--- config.mk ---
export PLATFORM = sky130hd
export DESIGN_NAME = modular_exponentiation_core
export DESIGN_NICKNAME = d
export VERILOG_FILES = /design/src/hdl/mexp_pkg.sv /design/src/hdl/modular_exponentiation_core.sv /design/src/hdl/mexp_dp.sv /design/src/hdl/mexp_ctrl.sv
export SDC_FILE = /design/constraint.sdc
export NUM_CORES = 1
export LEC_CHECK = 0
export BUFFER_PORTS_ARGS = -buffer_cell sky130_fd_sc_hd__buf_4
export CAP_MARGIN = 20
export CORE_MARGIN = 8
export CORE_UTILIZATION = 30
export CTS_CLUSTER_DIAMETER = 50
export DETAILED_ROUTE_END_ITERATION = 10
export MAX_ROUTING_LAYER = met4
export REMOVE_ABC_BUFFERS = 1
export SLEW_MARGIN = 20
export SYNTH_ARGS = -nofsm -noshare
export SYNTH_HDL_FRONTEND = slang
export SYNTH_SLANG_ARGS = --single-unit
--- constraint.sdc ---
create_clock -name clk_i -period 8.2 [get_ports clk_i]
set_input_delay 1.64 -clock clk_i [delete_from_list [all_inputs] [get_ports clk_i]]
set_output_delay 1.64 -clock clk_i [all_outputs]
set_load 0.1 [all_outputs]
--- src/hdl/mexp_pkg.sv ---
package mexp_pkg;

  // operand and result width
  localparam int unsigned Width = 32;
  // bit counter width for one shift-add pass
  localparam int unsigned CntW = $clog2(Width);

  // operation run by the shift-add unit
  typedef enum logic [1:0] {
    OP_NONE   = 2'd0,
    OP_REDUCE = 2'd1,
    OP_MUL_R  = 2'd2,
    OP_MUL_S  = 2'd3
  } op_e;

  // controller to datapath
  typedef struct packed {
    logic load;      // capture a new request
    logic setup;     // clear accumulator, load multiplier from square
    logic iterate;   // run one shift-add step
    op_e  op;        // operation being stepped
    logic out_load;  // move result into output register
  } cmd_t;

  // datapath to controller
  typedef struct packed {
    logic special;   // zero exponent or zero modulus, no loop needed
    logic last;      // final step of the current pass
    logic exp_lsb;   // current exponent bit
    logic exp_more;  // exponent bits left above the current one
  } sts_t;

endpackage

--- src/hdl/modular_exponentiation_core.sv ---
// Modular exponentiation: returns base_value to the power exponent, reduced
// modulo modulus, all 32-bit unsigned. A zero exponent gives 1 for any
// modulus; a zero modulus with a nonzero exponent gives 0 and raises
// zero_modulus_error on tuser. One request is worked on at a time by
// right-to-left square-and-multiply, where every modular product runs on one
// shared shift-add reducer, with a setup step before each product. The result
// sits in an output register, so the next request is accepted while it waits.
module modular_exponentiation_core (
  input  logic                          clk_i,
  input  logic                          rst_ni,
  input  logic                          s_axis_tvalid_i,
  output logic                          s_axis_tready_o,
  // base_value [31:0], exponent [63:32], modulus [95:64]
  input  logic [3*mexp_pkg::Width-1:0]  s_axis_tdata_i,
  output logic                          m_axis_tvalid_o,
  input  logic                          m_axis_tready_i,
  // power_result [31:0]
  output logic [mexp_pkg::Width-1:0]    m_axis_tdata_o,
  // zero_modulus_error [0]
  output logic                          m_axis_tuser_o
);

  mexp_pkg::cmd_t cmd;
  mexp_pkg::sts_t sts;

  // sequencer
  mexp_ctrl u_ctrl (
    .clk_i       (clk_i),
    .rst_ni      (rst_ni),
    .in_valid_i  (s_axis_tvalid_i),
    .in_ready_o  (s_axis_tready_o),
    .out_valid_o (m_axis_tvalid_o),
    .out_ready_i (m_axis_tready_i),
    .cmd_o       (cmd),
    .sts_i       (sts)
  );

  // operand registers and shift-add reducer
  mexp_dp u_dp (
    .clk_i                (clk_i),
    .rst_ni               (rst_ni),
    .cmd_i                (cmd),
    .sts_o                (sts),
    .in_data_i            (s_axis_tdata_i),
    .power_result_o       (m_axis_tdata_o),
    .zero_modulus_error_o (m_axis_tuser_o)
  );

endmodule

--- src/hdl/mexp_dp.sv ---
module mexp_dp (
  input  logic                          clk_i,
  input  logic                          rst_ni,
  input  mexp_pkg::cmd_t                cmd_i,
  output mexp_pkg::sts_t                sts_o,
  input  logic [3*mexp_pkg::Width-1:0]  in_data_i,
  output logic [mexp_pkg::Width-1:0]    power_result_o,
  output logic                          zero_modulus_error_o
);

  localparam int unsigned W = mexp_pkg::Width;

  logic [W-1:0]   base_in, exp_in, mod_in;
  logic [W-1:0]   mod_q, sq_q, sq_d, res_q, res_d, exp_q, exp_d;
  logic [W-1:0]   acc_q, acc_d, b_q, b_d;
  logic [mexp_pkg::CntW-1:0] cnt_q, cnt_d;
  logic           special_q, special_d, err_q, err_d;
  logic [W-1:0]   addend, step;
  logic [W+1:0]   sum;
  logic [W+2:0]   sub1, sub2;
  logic [W-1:0]   out_res_q;
  logic           out_err_q;
  logic           exp_zero, mod_zero;

  assign base_in = in_data_i[W-1:0];
  assign exp_in  = in_data_i[2*W-1:W];
  assign mod_in  = in_data_i[3*W-1:2*W];
  assign exp_zero = (exp_in == '0);
  assign mod_zero = (mod_in == '0);

  // one shift-add step: 2*acc plus addend, reduced below the modulus
  always_comb begin
    case (cmd_i.op)
      mexp_pkg::OP_REDUCE: addend = {{(W-1){1'b0}}, b_q[W-1]};
      mexp_pkg::OP_MUL_R:  addend = b_q[W-1] ? res_q : '0;
      mexp_pkg::OP_MUL_S:  addend = b_q[W-1] ? sq_q : '0;
      default:             addend = '0;
    endcase
    sum  = {1'b0, acc_q, 1'b0} + {2'b00, addend};
    sub1 = {1'b0, sum} - {3'b000, mod_q};
    sub2 = {1'b0, sum} - {2'b00, mod_q, 1'b0};
    if (!sub2[W+2]) begin
      step = sub2[W-1:0];
    end else if (!sub1[W+2]) begin
      step = sub1[W-1:0];
    end else begin
      step = sum[W-1:0];
    end
  end

  // register updates
  always_comb begin
    acc_d     = acc_q;
    b_d       = b_q;
    cnt_d     = cnt_q;
    sq_d      = sq_q;
    res_d     = res_q;
    exp_d     = exp_q;
    special_d = special_q;
    err_d     = err_q;
    if (cmd_i.load) begin
      acc_d     = '0;
      b_d       = base_in;
      cnt_d     = mexp_pkg::CntW'(W - 1);
      exp_d     = exp_in;
      special_d = exp_zero | mod_zero;
      err_d     = !exp_zero && mod_zero;
      // one when exponent is zero, else 1 mod m, which is 0 for m of 0 or 1
      res_d     = {{(W-1){1'b0}}, exp_zero | (mod_in > W'(1))};
    end else if (cmd_i.setup) begin
      acc_d = '0;
      b_d   = sq_q;
      cnt_d = mexp_pkg::CntW'(W - 1);
    end else if (cmd_i.iterate) begin
      acc_d = step;
      b_d   = {b_q[W-2:0], 1'b0};
      cnt_d = cnt_q - mexp_pkg::CntW'(1);
      if (cnt_q == '0) begin
        case (cmd_i.op)
          mexp_pkg::OP_REDUCE: sq_d = step;
          mexp_pkg::OP_MUL_R: begin
            res_d    = step;
            exp_d[0] = 1'b0;
          end
          mexp_pkg::OP_MUL_S: begin
            sq_d  = step;
            exp_d = {1'b0, exp_q[W-1:1]};
          end
          default: ;
        endcase
      end
    end
  end

  // control-side registers
  always_ff @(posedge clk_i or negedge rst_ni) begin
    if (!rst_ni) begin
      cnt_q     <= '0;
      special_q <= 1'b0;
    end else begin
      cnt_q     <= cnt_d;
      special_q <= special_d;
    end
  end

  // payload registers
  always_ff @(posedge clk_i) begin
    acc_q <= acc_d;
    b_q   <= b_d;
    sq_q  <= sq_d;
    res_q <= res_d;
    exp_q <= exp_d;
    err_q <= err_d;
    if (cmd_i.load) begin
      mod_q <= mod_in;
    end
    if (cmd_i.out_load) begin
      out_res_q <= res_q;
      out_err_q <= err_q;
    end
  end

  assign sts_o.special  = special_q;
  assign sts_o.last     = (cnt_q == '0);
  assign sts_o.exp_lsb  = exp_q[0];
  assign sts_o.exp_more = (exp_q[W-1:1] != '0);

  assign power_result_o       = out_res_q;
  assign zero_modulus_error_o = out_err_q;

`ifndef ASSERT_OFF
  // accumulator stays reduced while multiplying
  a_acc_reduced: assert property (@(posedge clk_i) disable iff (!rst_ni)
    (cmd_i.iterate && (cmd_i.op == mexp_pkg::OP_MUL_R || cmd_i.op == mexp_pkg::OP_MUL_S))
    |-> (acc_q < mod_q))
    else $error("accumulator not below modulus");

  // square operand is reduced before any multiply
  a_sq_reduced: assert property (@(posedge clk_i) disable iff (!rst_ni)
    (cmd_i.iterate && (cmd_i.op == mexp_pkg::OP_MUL_R || cmd_i.op == mexp_pkg::OP_MUL_S))
    |-> (sq_q < mod_q))
    else $error("square not below modulus");

  // running result is reduced when it is an operand
  a_res_reduced: assert property (@(posedge clk_i) disable iff (!rst_ni)
    (cmd_i.iterate && cmd_i.op == mexp_pkg::OP_MUL_R) |-> (res_q < mod_q))
    else $error("result not below modulus");
`endif

endmodule

--- src/hdl/mexp_ctrl.sv ---
module mexp_ctrl (
  input  logic           clk_i,
  input  logic           rst_ni,
  input  logic           in_valid_i,
  output logic           in_ready_o,
  output logic           out_valid_o,
  input  logic           out_ready_i,
  output mexp_pkg::cmd_t cmd_o,
  input  mexp_pkg::sts_t sts_i
);

  typedef enum logic [5:0] {
    ST_IDLE   = 6'b000001,
    ST_REDUCE = 6'b000010,
    ST_DECIDE = 6'b000100,
    ST_MUL_R  = 6'b001000,
    ST_MUL_S  = 6'b010000,
    ST_FINISH = 6'b100000
  } state_e;

  state_e state_q, state_d;
  logic   out_valid_q, out_valid_d;
  logic   out_free;

  assign out_free   = !out_valid_q || out_ready_i;
  assign in_ready_o = (state_q == ST_IDLE);

  // next state and commands
  always_comb begin
    state_d = state_q;
    cmd_o   = '{load: 1'b0, setup: 1'b0, iterate: 1'b0,
                op: mexp_pkg::OP_NONE, out_load: 1'b0};
    case (state_q)
      ST_IDLE: begin
        if (in_valid_i) begin
          cmd_o.load = 1'b1;
          state_d    = ST_REDUCE;
        end
      end
      ST_REDUCE: begin
        if (sts_i.special) begin
          state_d = ST_FINISH;
        end else begin
          cmd_o.iterate = 1'b1;
          cmd_o.op      = mexp_pkg::OP_REDUCE;
          if (sts_i.last) begin
            state_d = ST_DECIDE;
          end
        end
      end
      ST_DECIDE: begin
        cmd_o.setup = 1'b1;
        if (sts_i.exp_lsb) begin
          state_d = ST_MUL_R;
        end else if (sts_i.exp_more) begin
          state_d = ST_MUL_S;
        end else begin
          state_d = ST_FINISH;
        end
      end
      ST_MUL_R: begin
        cmd_o.iterate = 1'b1;
        cmd_o.op      = mexp_pkg::OP_MUL_R;
        if (sts_i.last) begin
          state_d = ST_DECIDE;
        end
      end
      ST_MUL_S: begin
        cmd_o.iterate = 1'b1;
        cmd_o.op      = mexp_pkg::OP_MUL_S;
        if (sts_i.last) begin
          state_d = ST_DECIDE;
        end
      end
      ST_FINISH: begin
        if (out_free) begin
          cmd_o.out_load = 1'b1;
          state_d        = ST_IDLE;
        end
      end
      default: state_d = ST_IDLE;
    endcase
  end

  // output register valid
  always_comb begin
    if (cmd_o.out_load) begin
      out_valid_d = 1'b1;
    end else if (out_ready_i) begin
      out_valid_d = 1'b0;
    end else begin
      out_valid_d = out_valid_q;
    end
  end

  always_ff @(posedge clk_i or negedge rst_ni) begin
    if (!rst_ni) begin
      state_q     <= ST_IDLE;
      out_valid_q <= 1'b0;
    end else begin
      state_q     <= state_d;
      out_valid_q <= out_valid_d;
    end
  end

  assign out_valid_o = out_valid_q;

`ifndef ASSERT_OFF
  // a finished result is never dropped by a new one
  a_no_overwrite: assert property (@(posedge clk_i) disable iff (!rst_ni)
    cmd_o.out_load |-> (!out_valid_q || out_ready_i))
    else $error("output register overwritten");

  // loading the output always presents it next cycle
  a_out_shown: assert property (@(posedge clk_i) disable iff (!rst_ni)
    cmd_o.out_load |=> out_valid_q)
    else $error("loaded result not presented");

  // a new request starts the reduce pass
  a_load_reduce: assert property (@(posedge clk_i) disable iff (!rst_ni)
    cmd_o.load |=> (state_q == ST_REDUCE))
    else $error("request did not start reduction");
`endif

endmodule
Word-level counts from Yosys, hierarchy flattened
Index checks and enable logic that the tools add are counted.
{"block": "totals", "register_bits": 239, "output_inout_bits": 35, "word_cells": 98}
{"block": "op_classes", "addsub": 4, "n_lt_le_gt_ge": 1, "n_eq_ne": 12, "muxes": 38, "n_bitwise": 4, "n_reduce_logical": 24}
{"operator": "32-bit two-way mux", "n": 11}
{"operator": "32-bit one-hot mux with 3 select lines", "n": 1}
{"operator": "32-bit zero test", "n": 2}
{"operator": "6-bit two-way mux", "n": 6}
{"operator": "34-bit by 32-bit subtractor with 35-bit output", "n": 1}
{"operator": "34-bit by 33-bit subtractor with 35-bit output", "n": 1}
{"operator": "33-bit by 32-bit adder with 34-bit output", "n": 1}
{"operator": "32-bit by 1-bit > comparator with 1-bit output, second input constant", "n": 1}
{"operator": "31-bit two-way mux", "n": 1}
{"operator": "31-bit nonzero test", "n": 1}
{"operator": "6-bit one-hot mux with 5 select lines", "n": 1}
{"operator": "4-bit AND reduction", "n": 4}
{"operator": "5-bit two-way mux", "n": 3}
{"operator": "1-bit two-way mux", "n": 12}
{"operator": "2-bit nonzero test", "n": 5}
{"operator": "3-bit one-hot mux with 3 select lines", "n": 1}
{"operator": "6-bit by 1-bit equality test with 1-bit output, second input constant", "n": 1}
{"operator": "6-bit by 2-bit equality test with 1-bit output, second input constant", "n": 1}
{"operator": "6-bit by 3-bit equality test with 1-bit output, second input constant", "n": 1}
{"operator": "6-bit by 4-bit equality test with 1-bit output, second input constant", "n": 1}
{"operator": "6-bit by 5-bit equality test with 1-bit output, second input constant", "n": 1}
{"operator": "6-bit equality test, second input constant", "n": 1}
{"operator": "3-bit nonzero test", "n": 2}
{"operator": "2-bit OR reduction", "n": 3}
{"operator": "15 further kinds", "n": 20}

Longest topological paths before layout
Gate-level depths: netlist (run 1).
{"block": "logic_depth", "ltp_word": 13, "mapped_depth": 31, "depth_no_buf": 26}

Hierarchy
Synthesis (run 1) repeated with hierarchy kept, for this count alone.
{"block": "hier_totals", "cells_unflattened": 1582, "hier_area_um2": 15466.1}
{"module": "mexp_dp", "n_inst": 1, "cells_each": 1534, "area_each_um2": 14998.1, "seq_area_each_um2": 6306.0}
{"module": "mexp_ctrl", "n_inst": 1, "cells_each": 48, "area_each_um2": 467.9, "seq_area_each_um2": 176.4}

Worst setup path before layout (run 1)
Ideal clock, no wire load.
{"block": "synth_timing", "path_kind": "register -> register", "startpoint": "reg u_ctrl.state_q[1]", "endpoint": "reg u_dp.sq_q[26], data pin", "setup_time_ps": 269, "t_arrival_ps": 6323, "path_slack_ps": 1608, "stages_incl_launch_ff": 30, "path_buffers": 5, "cell_sequence": "dfrtp_1 > or4_1 > nor3b_1 > clkbuf_1 > a22oi_1 > nor2b_1 > ha_1 > a211oi_2 > o21ai_1 > o311a_1 > o21ai_2 > a21oi_1 > o21a_1 > nor2_1 > xnor2_1 > ha_1 > clkbuf_1 > a21oi_1 > o21bai_1 > a21oi_1 > o21ai_1 > a221o_1 > inv_1 > o31ai_1 > a311o_1 > buf_6 > buf_6 > buf_2 > o21ai_0 > mux2i_1"}
{"block": "synth_between", "elab_chain_cells": 8, "word_cells_on_any_way": 13}
{"item": "from (decl)", "line_no": "mexp_ctrl.sv:21", "source": "state_e state_q, state_d;"}
{"item": "from (signal assigned)", "line_no": "mexp_ctrl.sv:101", "source": "state_q <= state_d;"}
{"item": "6-bit by 5-bit equality test with 1-bit output, or another cell as far along", "line_no": "mexp_ctrl.sv:33", "source": "case (state_q)"}
{"item": "3-bit one-hot mux with 3 select lines *", "line_no": "mexp_ctrl.sv:33"}
{"item": "2-bit equality test or 2-bit by 1-bit equality test with 1-bit output (tied branches)", "line_no": "mexp_dp.sv:33", "source": "case (cmd_i.op)"}
{"item": "32-bit one-hot mux with 3 select lines *", "line_no": "mexp_dp.sv:33"}
{"item": "33-bit by 32-bit adder with 34-bit output *", "line_no": "mexp_dp.sv:39", "source": "sum = {1'b0, acc_q, 1'b0} + {2'b00, addend};"}
{"item": "34-bit by 32-bit subtractor with 35-bit output", "line_no": "mexp_dp.sv:40", "source": "sub1 = {1'b0, sum} - {3'b000, mod_q};"}
{"item": "32-bit two-way mux", "line_no": "mexp_dp.sv:44", "source": "end else if (!sub1[W+2]) begin"}
{"item": "32-bit two-way mux *", "line_no": "mexp_dp.sv:42", "source": "if (!sub2[W+2]) begin"}
{"item": "via u_dp.step[26]", "line_no": "mexp_dp.sv:18", "source": "logic [W-1:0] addend, step;"}
{"item": "to (signal assigned)", "line_no": "mexp_dp.sv:110", "source": "sq_q <= sq_d;"}
{"item": "to (decl)", "line_no": "mexp_dp.sv:14", "source": "logic [W-1:0] mod_q, sq_q, sq_d, res_q, res_d, exp_q, exp_d;"}
The timed path passes the listed nets; every way through them passes the cells marked *.
A chain may end at the register's enable or synchronous reset.

Worst setup path in the final report (run 1)
{"block": "layout_timing", "startpoint": "reg u_ctrl.state_q[1]", "endpoint": "reg u_dp.res_q[9]"}
{"block": "layout_between", "elab_chain_cells": 8, "word_cells_on_any_way": 19}
{"item": "6-bit by 5-bit equality test with 1-bit output, or another cell as far along", "line_no": "mexp_ctrl.sv:33"}
{"item": "3-bit one-hot mux with 3 select lines", "line_no": "mexp_ctrl.sv:33"}
{"item": "2-bit equality test, or another cell as far along", "line_no": "mexp_dp.sv:33"}
{"item": "32-bit one-hot mux with 3 select lines", "line_no": "mexp_dp.sv:33"}
{"item": "33-bit by 32-bit adder with 34-bit output", "line_no": "mexp_dp.sv:39"}
{"item": "34-bit by 32-bit subtractor with 35-bit output", "line_no": "mexp_dp.sv:40"}
{"item": "32-bit two-way mux", "line_no": "mexp_dp.sv:44"}
{"item": "32-bit two-way mux", "line_no": "mexp_dp.sv:42"}
{"item": "to (signal assigned)", "line_no": "mexp_dp.sv:111", "source": "res_q <= res_d;"}
{"item": "to (decl)", "line_no": "mexp_dp.sv:14"}
Parallel ways exist; a longest one is shown, timed or not.

==> key figures, run 1 <==
Clocking
  – Post-CTS Hold Buffers: 0
  – CTS tree: built
  – H-Tree Depth: 1
  – CTS Root Cell: clkbuf_16
  – Clk pin slew, worst setup/hold paths: 0.06 ns
  – # clock sinks: 239
  – Max Root-Sink Buffers: 3
  – Clk Latency, worst-skew pair: 0.56 ns
  – Postcts setup bufs: 0
  – CTS resizes: 0
  – CTS buffer count: 31

Pwr
  – Clock Power Share: 23.0%
  – Int Pwr: 3.41 mW
  – Switching pwr: 2.36 mW
  – Leak: 7.55 nW
  – Net Sw Frac: 40.9%
  – Combinational Power Share: 46.5%
  – Seq pwr share: 30.5%
  – Worst VDD drop: 0.130 mV
  – Pwr/cell area: 328 nW/µm²

Global route
  – Largest net degree at the start of global routing: 57
  – Initial antenna violation count: 1
  – Vias in the first global route: 11900
  – Total Routing Usage GR: 15.4%
  – GRT overflow: 0
  – First-pass GRT wire length: 68200 µm

STA
  – Max-slew violation count: 0
  – Worst setup margin: 0.812 ns
  – Fin. Hold Viols: 0
  – Fin crit share: 90.1%
  – Final min period: 7.39 ns
  – Worst slew margin: 30.2%
  – Unrepaired setup endpoints after global routing: false
  – Maximum clock rate: 135 MHz
  – Worst-Margin Slew: 1.05 ns
  – Clock Skews: 0.0178 ns
  – # setup viols final: 0

Floorplanning
  – Die Height: 239 µm
  – Die ar.: 57000 µm²
  – Die W: 239 µm
  – Initial Utilization: 30.4%
  – # rows: 81
  – Core Area: 49000 µm²
  – Boundary Pins: 135

Place
  – Dpl ws: 0.862 ns
  – IO Port Bufs: 134
  – Placed cells: 2288
  – Dpl hpwl: 34300 µm
  – Final estimated routing congestion in global placement: 0.860

Synth
  – Yosys cell types: 79
  – Sequential fraction of the synthesis area: 43.5%
  – Top FF cell, synth: edfxtp_1
  – Syn Area/Cell: 9.66 µm²
  – Number of synthesized flops with an enable pin: 163
  – Syn Std Cell Area: 14900 µm²
  – Async SR Flop Fraction: 5.44%
  – Synth warnings: 0
  – Register bit total from synthesis: 239
  – Post-Syn Instances: 1541

Cells and area
  – Share of cells above drive strength 1: 13.9%
  – Non-Filler Instances: 2346
  – Commonest non-fill, non-tap cell in the layout: nand2_1
  – Most frequent cells in the layout: 258 x nand2_1, 163 x edfxtp_1, 150 x buf_4, 96 x ha_1, 90 x a21oi_1
  – Fin nets: 1856
  – Area grow syn2layout: 18.3%

Route
  – Drt drc: 0
  – Routed WL: 44100 µm
  – Routed Antenna Nets: 0
  – Via/cell ratio: 5.20
  – Vias post-DR: 12200
  – Drt pass-1 iters: 5
  – 1st-iter DRT viols: 845
  – WL/cell: 18.8 µm

Worst setup path
  – Worst Path Class, Setup: reg -> reg
  – Crit path launch type: flip-flop
  – Arrival time worst endpoint: 7.85 ns
  – CP bufs+invs: 2
  – Max FO, Critical Path: 53
  – Family with the most delay on the worst path: compound AO/OA/AOI/OAI gates
  – Max stage delay on crit path: 0.59 ns
  – Critical-path top delay cell: nand2_1
  – CP required: 8.66 ns
  – Worst path cell trace: or4_1 > nor3b_2 > buf_4 > a22oi_1 > nor2b_1 > ha_1 > a211oi_1 > o211ai_1 > and2_1 > a21o_1 > a21oi_1 > o21ai_0 > xor2_1 > ha_1 > nand2_1 > o21ai_0 > a221oi_1 > o31ai_1 > a21oi_1 > o41ai_4 > a221oi_4 > buf_12 > nand2_1 > o221ai_1
  – Crit path capture type: flip-flop

Worst hold path
  – HP Class: reg -> reg

Run status
  – Status: finished clean

Run
  – Max Cap Viol: 0
cells in the mapped netlist, drive strengths merged (6+ instances only):
master | count | area share, %
nor2 | 80 | 2.0
nand4 | 11 | 0.50
a22oi | 68 | 3.4
o221ai | 30 | 1.8
dfrtp | 12 | 2.0
a221o | 16 | 1.1
and3 | 14 | 0.59
inv | 58 | 1.5
o31ai | 8 | 0.53
a211oi | 11 | 0.62
nor2b | 42 | 1.8
o21ai | 63 | 2.2
edfxtp | 163 | 33
nor4 | 27 | 1.1
xor2 | 35 | 2.1
nand3 | 18 | 0.61
nor3 | 20 | 0.67
o21bai | 13 | 0.66
a22o | 6 | 0.35
a21oi | 90 | 3.0
buf | 18 | 0.75
nand2b | 17 | 0.71
a31oi | 10 | 0.42
o21a | 11 | 0.55
xnor2 | 48 | 2.8
o211ai | 12 | 0.67
dfxtp | 63 | 8.5
clkbuf | 50 | 1.3
a21o | 49 | 2.5
mux2i | 40 | 2.7
o22ai | 8 | 0.34
and2 | 8 | 0.34
nand2 | 258 | 6.5
ha | 96 | 8.1
path summary, 6_finish.rpt:
| check | slack [ns] | endpoint | cells past startpoint | start |
|---|---|---|---|---|
| max | 0.81 | u_dp.res_q[9] | 24 | u_ctrl.state_q[1] |
| min | 0.42 | u_dp.zero_modulus_error_o | 0 | u_dp.err_q |
| max reg2reg | 0.81 | u_dp.res_q[9] | 24 | u_ctrl.state_q[1] |
| min reg2reg | 0.42 | u_dp.zero_modulus_error_o | 0 | u_dp.err_q |
| max in group asynchronous | 7.05 | u_ctrl.state_q[0] | 1 | rst_ni |
| min in group asynchronous | 0.91 | u_ctrl.out_valid_o | 1 | rst_ni |
power groups by stage:
stage	logic, mW	clock network, mW	registers, mW
floorplan	1.88	0	1.75
global placement	2.59	0	1.78
detailed placement	2.63	0	1.78
CTS	2.64	1.35	1.76
global route	2.93	1.40	1.79
finish	2.69	1.33	1.76
final cells by class:
type | count | area (µm²)
Timing Repair Buffer | 151 | 1150
Antenna cell | 1 | 2.50
Fill cell | 4932 | 31300
Clock buffer | 44 | 897
Inverter | 58 | 219
Multi-Input combinational cell | 1176 | 7920
Clock inverter | 13 | 115
Tap cell | 664 | 831
Sequential cell | 239 | 6480
state kept, by name (all words and copies together) (netlist names):
signal,flops
u_dp.zero_modulus_error_o,1
u_ctrl.out_valid_o,1
u_dp.sq_q,32
u_ctrl.state_q,6
u_dp.power_result_o,32
u_dp.acc_q,32
u_dp.b_q,32
u_dp.cnt_q,5
u_dp.exp_q,32
u_dp.mod_q,32
u_dp.special_q,1
u_dp.err_q,1
u_dp.res_q,32
metal layers:
layer | share of wire (%) | routed length (µm) | GRT usage [%] | vias to the layer above
met5 | 0 | 0 | - | -
met4 | 2.1 | 946 | 4.04 | 0
met3 | 5.5 | 2430 | 2.72 | 49
met2 | 43 | 18900 | 22.7 | 299
met1 | 50 | 21800 | 21.6 | 5867
li1 | - | - | - | 5981
cells by family after synthesis:
| logic type | count (synthesis) | share of synthesized area (%) |
|---|---|---|
| flops | 239 | 43.5 |
| compound gates | 427 | 20.3 |
| simple gates | 522 | 16.2 |
| xor+xnor | 83 | 4.88 |
| mux | 45 | 3.12 |
| buf+inv | 126 | 3.47 |
| fa+ha+maj | 99 | 8.47 |
per-stage QoR:
step | utilization (%) | cell area [µm²] | setup TNS (ns) | hold slack, ns | power, mW
2_1_floorplan | - | 14600 | -53.08 | 0.400 | 3.63
3_3_place_gp | 33.9 | 16600 | 0 | 0.421 | 4.37
3_5_place_dp | 33.9 | 16600 | 0 | 0.405 | 4.41
4_1_cts | 36.0 | 17600 | 0 | 0.419 | 5.76
5_1_grt | 36.0 | 17600 | 0 | 0.430 | 6.12
6_report | 36.0 | 17600 | 0 | 0.417 | 5.77
Note: power is estimated with default switching activity, not from simulation.
==> inputs of run 2 (changes only) <==
--- a/config.mk
+++ b/config.mk
@@ -8,10 +8,11 @@
 export BUFFER_PORTS_ARGS = -buffer_cell sky130_fd_sc_hd__buf_4
 export CAP_MARGIN = 20
 export CORE_MARGIN = 8
-export CORE_UTILIZATION = 30
+export CORE_UTILIZATION = 61
 export CTS_CLUSTER_DIAMETER = 50
 export DETAILED_ROUTE_END_ITERATION = 10
 export MAX_ROUTING_LAYER = met4
+export PLACE_DENSITY = 0.82
 export REMOVE_ABC_BUFFERS = 1
 export SLEW_MARGIN = 20
 export SYNTH_ARGS = -nofsm -noshare
==> key figures, run 2 (same netlist as run 1, synthesis figures left out) <==
Place
  – Dpl cell area: 16300 µm²
  – Dpl hpwl: 32300 µm
  – IO Port Bufs: 134
  – Final estimated routing congestion in global placement: 0.972
  – Placed cells: 1953

Floorplanning
  – Initial Utilization: 61.6%
  – Die W: 172 µm
  – Die ar.: 29700 µm²
  – Die Height: 172 µm
  – Core Area: 24200 µm²
  – Boundary Pins: 135
  – # rows: 57

Pwr
  – Switching pwr: 2.34 mW
  – Worst VDD drop: 0.280 mV
  – Leak: 7.58 nW
  – Combinational Power Share: 46.6%
  – Pwr/cell area: 335 nW/µm²
  – Int Pwr: 3.44 mW
  – Net Sw Frac: 40.5%
  – Clock Power Share: 23.0%
  – Seq pwr share: 30.4%

Cells and area
  – Post-Route Utilization: 71.4%
  – Diodes inserted: 0
  – Area grow syn2layout: 15.9%
  – Fin nets: 1859
  – Non-Filler Instances: 2007
  – Commonest non-fill, non-tap cell in the layout: nand2_1
  – Share of cells above drive strength 1: 14.0%
  – Fin area: 17300 µm²
  – Filler instances: 1839
  – Most frequent cells in the layout: 257 x nand2_1, 163 x edfxtp_1, 152 x buf_4, 96 x ha_1, 90 x a21oi_1

Worst hold path
  – Hold path depth: 0
  – Hold worst-path end: u_dp.zero_modulus_error_o
  – HP Class: reg -> reg
  – Hold Startpoint: u_dp.err_q

Route
  – 1st-iter DRT viols: 1386
  – Drt pass-1 iters: 6
  – Drt drc: 0
  – Via/cell ratio: 6.40
  – Vias post-DR: 12800
  – WL/cell: 22.1 µm
  – Routed WL: 44300 µm
  – Routed Antenna Nets: 0

STA
  – Unrepaired setup endpoints after global routing: false
  – Clock Skews: 0.0225 ns
  – Fin. Hold Viols: 0
  – Maximum clock rate: 134 MHz
  – Worst-Margin Slew: 1.08 ns
  – Max-slew violation count: 0
  – # setup viols final: 0
  – Fin crit share: 91.1%
  – Final min period: 7.47 ns
  – Worst slew margin: 27.9%

Global route
  – Initial antenna violation count: 0
  – GRT overflow: 0
  – First-pass GRT wire length: 68800 µm
  – Largest net degree at the start of global routing: 51
  – Total Routing Usage GR: 30.6%
  – Vias in the first global route: 12700

Worst setup path
  – Worst Path Class, Setup: reg -> reg
  – Max stage delay on crit path: 0.89 ns
  – Arrival time worst endpoint: 7.90 ns
  – CP required: 8.63 ns
  – Critical-path top delay cell: and3b_1
  – Max FO, Critical Path: 50
  – Family with the most delay on the worst path: compound AO/OA/AOI/OAI gates
  – Crit Reg-Reg Startpoint: u_ctrl.state_q[1]
  – R2R Path End: u_dp.res_q[20]
  – R2R depth: 25
  – CP bufs+invs: 2
  – R2R Setup Slk: 0.73 ns
  – Crit path launch type: flip-flop
  – Crit path capture type: flip-flop

Clocking
  – Max Root-Sink Buffers: 3
  – Clk pin slew, worst setup/hold paths: 0.06 ns
  – H-Tree Depth: 1
  – Clk Latency, worst-skew pair: 0.56 ns
  – Post-CTS Hold Buffers: 0
  – # clock sinks: 239
  – CTS Root Cell: clkbuf_16
  – CTS tree: built
  – CTS buffer count: 29
  – Postcts setup bufs: 0
  – CTS resizes: 0

Run status
  – Status: finished clean

Run
  – Max Cap Viol: 0
==> run 2: cell count changes in the layout (fill, tap and decap cells not counted), sizes merged <==
cell	before	now
buf	151	156
bufinv	1	3
clkbuf	44	40
clkinv	8	5
clkinvlp	1	0
diode	1	0
inv	61	64
==> run 2: final cells by class <==
cell class / count / area, µm² / area share, %
multi-input cells: 1176 / 7930 / 45.9
flip-flops and latches: 239 / 6480 / 37.6
repair buffers: 156 / 1230 / 7.12
clock buffers: 40 / 818 / 4.74
well taps: 324 / 405 / 2.35
inverters: 58 / 219 / 1.27
clock inverters: 14 / 176 / 1.02
==> run 2: metal layers <==
| layer | GRT usage, % | vias to the layer above | routed length, µm |
|---|---|---|---|
| met5 | - | - | 0 |
| met4 | 10.9 | 0 | 1420 |
| met2 | 49.0 | 623 | 20600 |
| li1 | - | 5973 | - |
| met1 | 39.4 | 6142 | 18700 |
| met3 | 4.36 | 107 | 3600 |
==> run 2: power groups by stage <==
stage                     Combinational [mW]  Clock (mW)  Sequential [mW]
after floorplan                         1.88           0             1.75
after global placement                  2.54           0             1.77
after detailed placement                2.62           0             1.78
after CTS                               2.64        1.34             1.76
after global routing                    2.93        1.38             1.78
final                                   2.70        1.33             1.76
==> run 2: per-stage QoR <==
| stage | power, mW | setup WS, ns | hold slack (ns) | TNS [ns] |
|---|---|---|---|---|
| final | 5.79 | 0.728 | 0.419 | 0 |
| after global routing | 6.10 | 0.330 | 0.423 | 0 |
| after CTS | 5.73 | 0.842 | 0.420 | 0 |
| after detailed placement | 4.40 | 0.897 | 0.408 | 0 |
| after global placement | 4.32 | 1.03 | 0.406 | 0 |
| after floorplan | 3.63 | -0.861 | 0.400 | -53.08 |
==> run 2: worst max path at each step <==
| stage | from | end | slack [ns] | cells after the start |
|---|---|---|---|---|
| after CTS | u_ctrl.state_q[1] | u_dp.res_q[20] | 0.84 | 24 |
| after detailed placement | u_ctrl.state_q[1] | u_dp.res_q[24] | 0.90 | 25 |
| after global routing | u_ctrl.state_q[2] | u_dp.res_q[20] | 0.33 | 25 |
| after floorplan | u_ctrl.state_q[1] | u_dp.res_q[10] | -0.86 | 23 |
| after global placement | u_ctrl.state_q[2] | u_dp.res_q[24] | 1.03 | 25 |
| final | u_ctrl.state_q[1] | u_dp.res_q[20] | 0.73 | 25 |
==> run 2: worst register-to-register path: stages, from the launching register on <==
cell and delay [ns]:
dfrtp_1 0.41, nor4_1 0.37, and3b_1 0.89, a22oi_1 0.23, nor2b_1 0.28, ha_1 0.29
a211oi_1 0.25, o211ai_1 0.21, and2_1 0.23, a21o_1 0.19, a21oi_1 0.24, o21ai_0 0.14
xor2_1 0.31, ha_1 0.36, nand2_1 0.09, o21ai_0 0.13, a221oi_1 0.29, o31ai_1 0.15
a21oi_1 0.44, o41ai_4 0.18, a221oi_4 0.50, buf_12 0.38, nand2b_1 0.18, buf_4 0.25
nor2_1 0.09, a221o_1 0.28
